<file path="src/hdl/rau_pkg.sv">
package rau_pkg;

    localparam int OPERAND_WIDTH_DEF = 16;
    localparam int NUM_OUT_W         = 33;
    localparam int DEN_OUT_W         = 31;
    localparam int M_TDATA_W         = 72;

    typedef enum logic [1:0] {
        OP_ADD = 2'd0,
        OP_SUB = 2'd1,
        OP_MUL = 2'd2,
        OP_DIV = 2'd3
    } rau_op_t;

    // Per-stage control that travels beside the payload
    typedef struct packed {
        logic valid;
        logic neg;
        logic less;
        logic equal;
        logic greater;
        logic err;
    } rau_ctrl_t;

endpackage

</file>
<file path="src/hdl/rau_front.sv">
module rau_front #(
    parameter int W = 16
) (
    input  logic                  aclk,
    input  logic                  aresetn,
    input  logic                  en,
    input  logic                  in_valid,
    input  logic [1:0]            op,
    input  logic [W-1:0]          ln,
    input  logic [W-1:0]          ld,
    input  logic [W-1:0]          rn,
    input  logic [W-1:0]          rd,
    output rau_pkg::rau_ctrl_t    ctrl_out,
    output logic [2*W-1:0]        mag_out,
    output logic [2*W-1:0]        den_out
);
    import rau_pkg::*;

    localparam int MW = 2 * W;
    localparam int PW = 2 * W + 2;

    // stage 1: denominators made positive
    logic                v1_reg, zero1_reg;
    rau_op_t             op1_reg;
    logic signed [W:0]   ln1_reg, ld1_reg, rn1_reg, rd1_reg;
    logic signed [W:0]   ln_x, ld_x, rn_x, rd_x;

    // stage 2: cross products
    logic                v2_reg, zero2_reg;
    rau_op_t             op2_reg;
    logic signed [PW-1:0] p_lr_reg, p_rl_reg, p_nn_reg, p_dd_reg, p_dn_reg;
    logic signed [PW-1:0] p_lr_next, p_rl_next, p_nn_next, p_dd_next, p_dn_next;

    // stage 3: select, compare, magnitude
    rau_ctrl_t           ctrl_reg, ctrl_next;
    logic [MW-1:0]       mag_reg, mag_next, den_reg, den_next;
    logic signed [PW-1:0] num_sel, den_sel, num_abs;
    logic                div_zero;

    assign ln_x = {ln[W-1], ln};
    assign ld_x = {ld[W-1], ld};
    assign rn_x = {rn[W-1], rn};
    assign rd_x = {rd[W-1], rd};

    always_ff @(posedge aclk) begin
        if (!aresetn) begin
            v1_reg <= 1'b0;
        end else if (en) begin
            v1_reg <= in_valid;
        end
        if (en) begin
            op1_reg   <= rau_op_t'(op);
            zero1_reg <= (ld == '0) || (rd == '0);
            ln1_reg   <= ld[W-1] ? -ln_x : ln_x;
            ld1_reg   <= ld[W-1] ? -ld_x : ld_x;
            rn1_reg   <= rd[W-1] ? -rn_x : rn_x;
            rd1_reg   <= rd[W-1] ? -rd_x : rd_x;
        end
    end

    assign p_lr_next = ln1_reg * rd1_reg;
    assign p_rl_next = rn1_reg * ld1_reg;
    assign p_nn_next = ln1_reg * rn1_reg;
    assign p_dd_next = ld1_reg * rd1_reg;
    assign p_dn_next = ld1_reg * rn1_reg;

    always_ff @(posedge aclk) begin
        if (!aresetn) begin
            v2_reg <= 1'b0;
        end else if (en) begin
            v2_reg <= v1_reg;
        end
        if (en) begin
            op2_reg   <= op1_reg;
            zero2_reg <= zero1_reg;
            p_lr_reg  <= p_lr_next;
            p_rl_reg  <= p_rl_next;
            p_nn_reg  <= p_nn_next;
            p_dd_reg  <= p_dd_next;
            p_dn_reg  <= p_dn_next;
        end
    end

    always_comb begin
        num_sel  = p_lr_reg;
        den_sel  = p_dd_reg;
        div_zero = 1'b0;
        unique case (op2_reg)
            OP_ADD: num_sel = p_lr_reg + p_rl_reg;
            OP_SUB: num_sel = p_lr_reg - p_rl_reg;
            OP_MUL: num_sel = p_nn_reg;
            OP_DIV: begin
                div_zero = (p_dn_reg == '0);
                if (p_dn_reg < 0) begin
                    num_sel = -p_lr_reg;
                    den_sel = -p_dn_reg;
                end else begin
                    den_sel = p_dn_reg;
                end
            end
            default: num_sel = p_lr_reg;
        endcase
        num_abs = (num_sel < 0) ? -num_sel : num_sel;

        ctrl_next.valid   = v2_reg;
        ctrl_next.err     = zero2_reg | div_zero;
        ctrl_next.less    = !zero2_reg && (p_lr_reg < p_rl_reg);
        ctrl_next.equal   = !zero2_reg && (p_lr_reg == p_rl_reg);
        ctrl_next.greater = !zero2_reg && (p_lr_reg > p_rl_reg);
        if (zero2_reg || div_zero) begin
            ctrl_next.neg = 1'b0;
            mag_next      = '0;
            den_next      = MW'(1);
        end else begin
            ctrl_next.neg = (num_sel < 0);
            mag_next      = num_abs[MW-1:0];
            den_next      = den_sel[MW-1:0];
        end
    end

    always_ff @(posedge aclk) begin
        if (!aresetn) begin
            ctrl_reg <= '0;
        end else if (en) begin
            ctrl_reg <= ctrl_next;
        end
        if (en) begin
            mag_reg <= mag_next;
            den_reg <= den_next;
        end
    end

    assign ctrl_out = ctrl_reg;
    assign mag_out  = mag_reg;
    assign den_out  = den_reg;

endmodule

</file>
<file path="config.mk">
export PLATFORM = sky130hd
export DESIGN_NAME = rau_front
export DESIGN_NICKNAME = d
export VERILOG_FILES = /design/src/hdl/rau_pkg.sv /design/src/hdl/rau_front.sv
export SDC_FILE = /design/constraint.sdc
export NUM_CORES = 2
export LEC_CHECK = 0
export BUFFER_PORTS_ARGS = -buffer_cell sky130_fd_sc_hd__buf_2
export CORE_ASPECT_RATIO = 0.75
export CORE_UTILIZATION = 34
export DETAILED_ROUTE_END_ITERATION = 7
export PLACE_DENSITY_LB_ADDON = 0.1
export RECOVER_POWER = 50
export SYNTH_ARGS = -nofsm -noshare
export SYNTH_HDL_FRONTEND = slang
export SYNTH_SLANG_ARGS = --single-unit
</file>
<file path="constraint.sdc">
create_clock -name aclk -period 20.3 [get_ports aclk]
set_input_delay 2.03 -clock aclk [delete_from_list [all_inputs] [get_ports aclk]]
set_output_delay 2.03 -clock aclk [all_outputs]
set_load 0.05 [all_outputs]
</file>
Yosys cells after proc, flatten, opt, wreduce, memory -nomap -nowiden
Index checks and enable logic that the tools add are counted.
{"block": "totals", "register_bits": 280, "latch_bits": 0, "mem_bits_rw": 0, "mem_bits_ro": 0, "input_bits": 70, "out_inout_bits": 70, "elab_cells": 67, "n_memories": 0}
{"block": "op_classes", "n_addsub": 9, "n_mul": 4, "div": 0, "n_lt_le_gt_ge": 4, "n_eq_ne": 4, "n_shift": 0, "n_mux": 11, "bitwise_logic": 1, "n_reduce_logical": 10}
{"operator": "34-bit case mux with 4 select lines", "count": 1}
{"operator": "17-bit by 17-bit multiplier with 34-bit output", "count": 3}
{"operator": "32-bit two-way mux", "count": 3}
{"operator": "34-bit by 1-bit less-than comparator with 1-bit output, second input constant", "count": 2}
{"operator": "16-bit negation with 17-bit output", "count": 4}
{"operator": "32-bit negation", "count": 2}
{"operator": "34-bit adder", "count": 1}
{"operator": "34-bit == test", "count": 1}
{"operator": "34-bit > comparator", "count": 1}
{"operator": "34-bit logical NOT", "count": 1}
{"operator": "34-bit less-than comparator", "count": 1}
{"operator": "17-bit two-way mux", "count": 2}
{"operator": "34-bit two-way mux", "count": 1}
{"operator": "34-bit negation", "count": 1}
{"operator": "34-bit subtractor", "count": 1}
{"operator": "16-bit logical NOT", "count": 2}
{"operator": "17-bit by 17-bit multiplier with 32-bit output", "count": 1}
{"operator": "15-bit two-way mux", "count": 2}
{"operator": "2-bit == test, second input constant", "count": 2}
{"operator": "1-bit logical AND", "count": 3}
{"operator": "2-bit by 1-bit == test with 1-bit output, second input constant", "count": 1}
{"operator": "2-bit logical NOT", "count": 1}
{"operator": "1-bit logical OR", "count": 2}
{"operator": "1-bit two-way mux", "count": 2}
{"operator": "2 further kinds", "count": 2}

Logic depth before layout (Yosys ltp)
{"block": "depth", "ltp_word": 5, "depth_mapped": 27, "ltp_nobuf": 26}

Worst setup path before layout
No wires, ideal clock.
{"block": "synth_timing", "path_kind": "register to register", "startpoint": "register rd1_reg[2]", "endpoint": "register p_lr_reg[32], data pin", "setup_ns": 0.258, "arrival_time_ns": 6.214, "t_required_ns": 20.042, "path_slack_ns": 13.829, "stages_incl_launch_ff": 24, "n_path_buf": 1, "period_less_slack_ns": 6.471, "path_cell_list": "edfxtp_1 clkbuf_1 nand2_1 fa_1 fa_1 inv_1 fa_1 inv_1 fa_1 fa_1 fa_1 inv_1 ha_1 a21o_1 a21o_1 a21o_1 a22o_1 a311o_1 a41o_1 o211ai_1 a31oi_1 a21o_1 a21oi_1 xnor2_1"}
{"block": "synth_via", "elab_chain_len": 1}
{"element": "start, declared", "line": "rau_front.sv:25", "source": "logic signed [W:0] ln1_reg, ld1_reg, rn1_reg, rd1_reg;"}
{"element": "start signal, assigned", "line": "rau_front.sv:57", "source": "rd1_reg <= rd[W-1] ? -rd_x : rd_x;"}
{"element": "17-bit by 17-bit multiplier with 34-bit output", "line": "rau_front.sv:61", "source": "assign p_lr_next = ln1_reg * rd1_reg;"}
{"element": "named net p_lr_next[32]", "line": "rau_front.sv:32", "source": "logic signed [PW-1:0] p_lr_next, p_rl_next, p_nn_next, p_dd_next, p_dn_next;"}
{"element": "end signal, assigned", "line": "rau_front.sv:76", "source": "p_lr_reg <= p_lr_next;"}
{"element": "end, declared", "line": "rau_front.sv:31", "source": "logic signed [PW-1:0] p_lr_reg, p_rl_reg, p_nn_reg, p_dd_reg, p_dn_reg;"}
The timed path passes the listed nets, and every way through them passes these cells.
A chain may end at the register's enable or synchronous reset.

Worst setup path after layout
{"block": "layout_timing", "startpoint": "input en", "endpoint": "register ld1_reg[5] (enable)"}
{"element": "start, declared", "line": "rau_front.sv:6", "source": "input logic en,"}
{"element": "end signal, assigned", "line": "rau_front.sv:55", "source": "ld1_reg <= ld[W-1] ? -ld_x : ld_x;"}
{"element": "end, declared", "line": "rau_front.sv:25"}
No word-level cell between the ends.

==> metrics <==
status=finished, violations left; failing checks=max-capacitance violations, max-slew violations; vias in the first global route=approximately 45k; Via Count=roughly 44k; initial antenna violation count=14; TritonCTS Buffers=40; Row Count=about 130; core area=about 180,000 um2; Worst-path clk slew=roughly 0.05 ns; WP data arrival=~11 ns; Critical Path, Cell by Cell=clkbuf_1, clkbuf_1, clkbuf_1, buf_4; EDFF count, synth=between 200 and 300; Post-DRT Antenna Nets=0; clock skew=0.0351 ns; clk_lat worst skew=0.65 ns; Via density=roughly 5.0; starting density of the core=34.3%; Die W=between 400 and 500 um; GRT Residual Overflow=0; TritonCTS sink count=approximately 280; Die ar.=about 180,000 um2; CTS Buffer Depth=3; CP max stage delay=around 3.8 ns; Final Hold Viols=0; post-synthesis mux area share=0.313%; Crit-path slowest cell=clkbuf_1; RSZ-0062 raised after global routing=no; Placed Instance Area=roughly 64,000 um2; gpl congestion=~0.9; pre-CTS setup slack=12.55 ns; Buf/Inv on CP=4; crit path capture type=register; Post-Synth Adder-Cell Area=between 40% and 50%; PortBufs=between 100 and 150; number of filler cells placed in the layout=approximately 18k; first-pass GRT wire length=just under 300,000 um; CTS tree=built; critical path class=primary input to register; predominant post-synthesis flop cell=edfxtp_1; DR pass1 iterations=6; worst endpoint required time=approximately 21 ns; FF+latch area=a little over 8000 um2; achievable frequency=about 0.094 GHz; Total Routing Usage GR=between 20 and 25%; setup bufs post-CTS=0; #FFs+latches synth=279; average cell area after synthesis=~9.4 um2; Synth Area in Compound Gates=8.60%; Resize count post-CTS=0; Routed WL=slightly below 200,000 um; DR iter-0 viols=approximately 3.2k; I/O Pins=140; Worst-Margin Slew=about 5.6 ns; setup ws final=a little under 10 ns; Post-Synth XOR/XNOR Area=3.74%; cts hold-fix bufs=0; die height=between 300 and 400 um; Finished Cell Area=64,800 um2; CTS H-tree depth=2; count of unique library cells instantiated by Yosys=92; register area share after synthesis=about 14%; DRC violations left=0; ys async rst share=0%; Hold/Removal Path Class=register to register; largest net degree at the start of global routing=85; number of max-cap violations=7; Layout area overhead=7.38%; synthesized area=a little over 60,000 um2; Final nets=8,067; DR WL/cell=22.4 um; Multi-input gate area=roughly 46,000 um2; Ys Warns=0; layout cells sized above 1=~4.2%; Crit path top cell by count=clkbuf_1; setup violators final=0; Min Clock Period, post-route=10.65 ns; max-slew violations=slightly above 300; combinational family with the most area after synthesis=adder cells; Post-Synthesis Cells=about 6.4k; Top delay family on crit path=buffers and inverters; TNS Setup=0 ns; Post-Synth Simple-Gate Area=16.1%; DP Wirelength=between 150,000 and 200,000 um; Tcrit/Tclk final=~52%; crit path launch type=primary input; max_slew headroom=-273%; crit path max fanout=84; Root Driver=clkbuf_16
==> kinds of logic after synthesis <==
logic type	after synthesis
adder cells (fa/ha/maj)	1583
other	1
flip-flops	279
AND/OR/NAND/NOR	1919
XOR/XNOR	258
buffers and inverters	1608
multiplexers	17
AO/OA/AOI/OAI	763
==> worst reg2reg max path, cell delays in order, from the launching register on <==
cell	delay [ns]
edfxtp_1	0.35
clkbuf_1	1.77
nand2_1	0.28
fa_1	0.45
inv_1	0.08
fa_1	0.44
ha_1	0.21
fa_1	0.49
inv_1	0.06
fa_1	0.49
fa_1	0.49
inv_1	0.04
ha_1	0.34
o21a_1	0.14
o21ai_0	0.06
nand2b_1	0.12
a41oi_1	0.25
o31ai_1	0.65
a41oi_1	0.35
a2111o_1	0.50
nand3_1	0.12
nand2_1	0.09
o21ai_0	0.52
a21oi_1	0.17
xnor2_1	0.41
==> cells in the final DEF (no fill, tap or decap), types with 25 or more instances in the layout <==
| master | Yosys | routed |
|---|---|---|
| nand4_1 | 25 | 25 |
| o21a_1 | 40 | 40 |
| buf_4 | 0 | 95 |
| o31ai_1 | 50 | 50 |
| edfxtp_1 | 271 | 271 |
| inv_1 | 1309 | 1309 |
| a211oi_1 | 59 | 59 |
| or3_1 | 35 | 35 |
| xnor2_1 | 214 | 214 |
| buf_2 | 8 | 60 |
| nor2_1 | 246 | 244 |
| nor2b_1 | 43 | 43 |
| clkbuf_1 | 275 | 90 |
| a21o_1 | 59 | 59 |
| nand3_1 | 72 | 72 |
| clkbuf_16 | 0 | 40 |
| ha_1 | 411 | 411 |
| xor2_1 | 44 | 44 |
| and2_1 | 597 | 585 |
| nand2_1 | 651 | 651 |
| o21ai_0 | 137 | 137 |
| nor3_1 | 79 | 79 |
| o21bai_1 | 26 | 25 |
| a21oi_1 | 171 | 171 |
| nand2b_1 | 54 | 54 |
| fa_1 | 1172 | 1172 |
==> synthesized netlist by cell type, types with 15 or more instances <==
cell type / number / area, um2
xnor2_1: 214 / 1870
nor3_1: 79 / 395
o211ai_1: 18 / 135
o21ai_0: 137 / 686
a21oi_1: 171 / 856
inv_1: 1309 / 4910
and3_1: 23 / 144
ha_1: 411 / 5140
o31ai_1: 50 / 375
nand2b_1: 54 / 338
fa_1: 1172 / 23500
a211oi_1: 59 / 443
and2_1: 597 / 3730
or4_1: 16 / 120
o41ai_1: 18 / 158
xor2_1: 44 / 385
or2_2: 15 / 93.8
nand3_1: 72 / 360
a31oi_1: 21 / 131
nor4_1: 23 / 144
a21o_1: 59 / 443
nor2_1: 246 / 923
nand2_1: 651 / 2440
or3_1: 35 / 219
clkbuf_1: 275 / 1030
o21a_1: 40 / 300
o21bai_1: 26 / 195
edfxtp_1: 271 / 8140
nand4_1: 25 / 156
nor2b_1: 43 / 269
==> routing by layer <==
layer	up-vias	track usage, %	wire, um
met4	4	3.93	3550
li1	20056	-	-
met2	1261	30.9	79000
met5	-	0	24
met3	144	4.65	14600
met1	22919	35.3	99900
==> metrics by stage <==
step	utilization [%]	hold slack [ns]	std cells
2_1_floorplan	-	0.400	6429
3_3_place_gp	36.2	0.405	8734
3_5_place_dp	36.2	0.406	8734
4_1_cts	36.9	0.419	8807
5_1_grt	36.9	0.435	8807
6_report	36.9	0.417	8813
==> area by class of cell <==
cell class / count / share of cell area (%)
multi-input cells: 4542 / 71.0
well taps: 2362 / 4.56
flip-flops and latches: 279 / 12.8
clock buffers: 46 / 1.58
repair buffers: 239 / 2.05
inverters: 1312 / 7.60
clock inverters: 27 / 0.402
diodes: 6 / 0.0232
==> final timing paths <==
path	from	end	slack [ns]	cells past startpoint
setup / recovery	en	ld1_reg[5]	9.65	4
setup reg to reg	ld1_reg[0]	p_dd_reg[31]	11.20	24
hold reg to reg	op1_reg[1]	op2_reg[1]	0.42	0
hold / removal	op1_reg[1]	op2_reg[1]	0.42	0
Power is not shown: default switching activity piles up to over one toggle a cycle in this logic, so the estimate is an artifact.
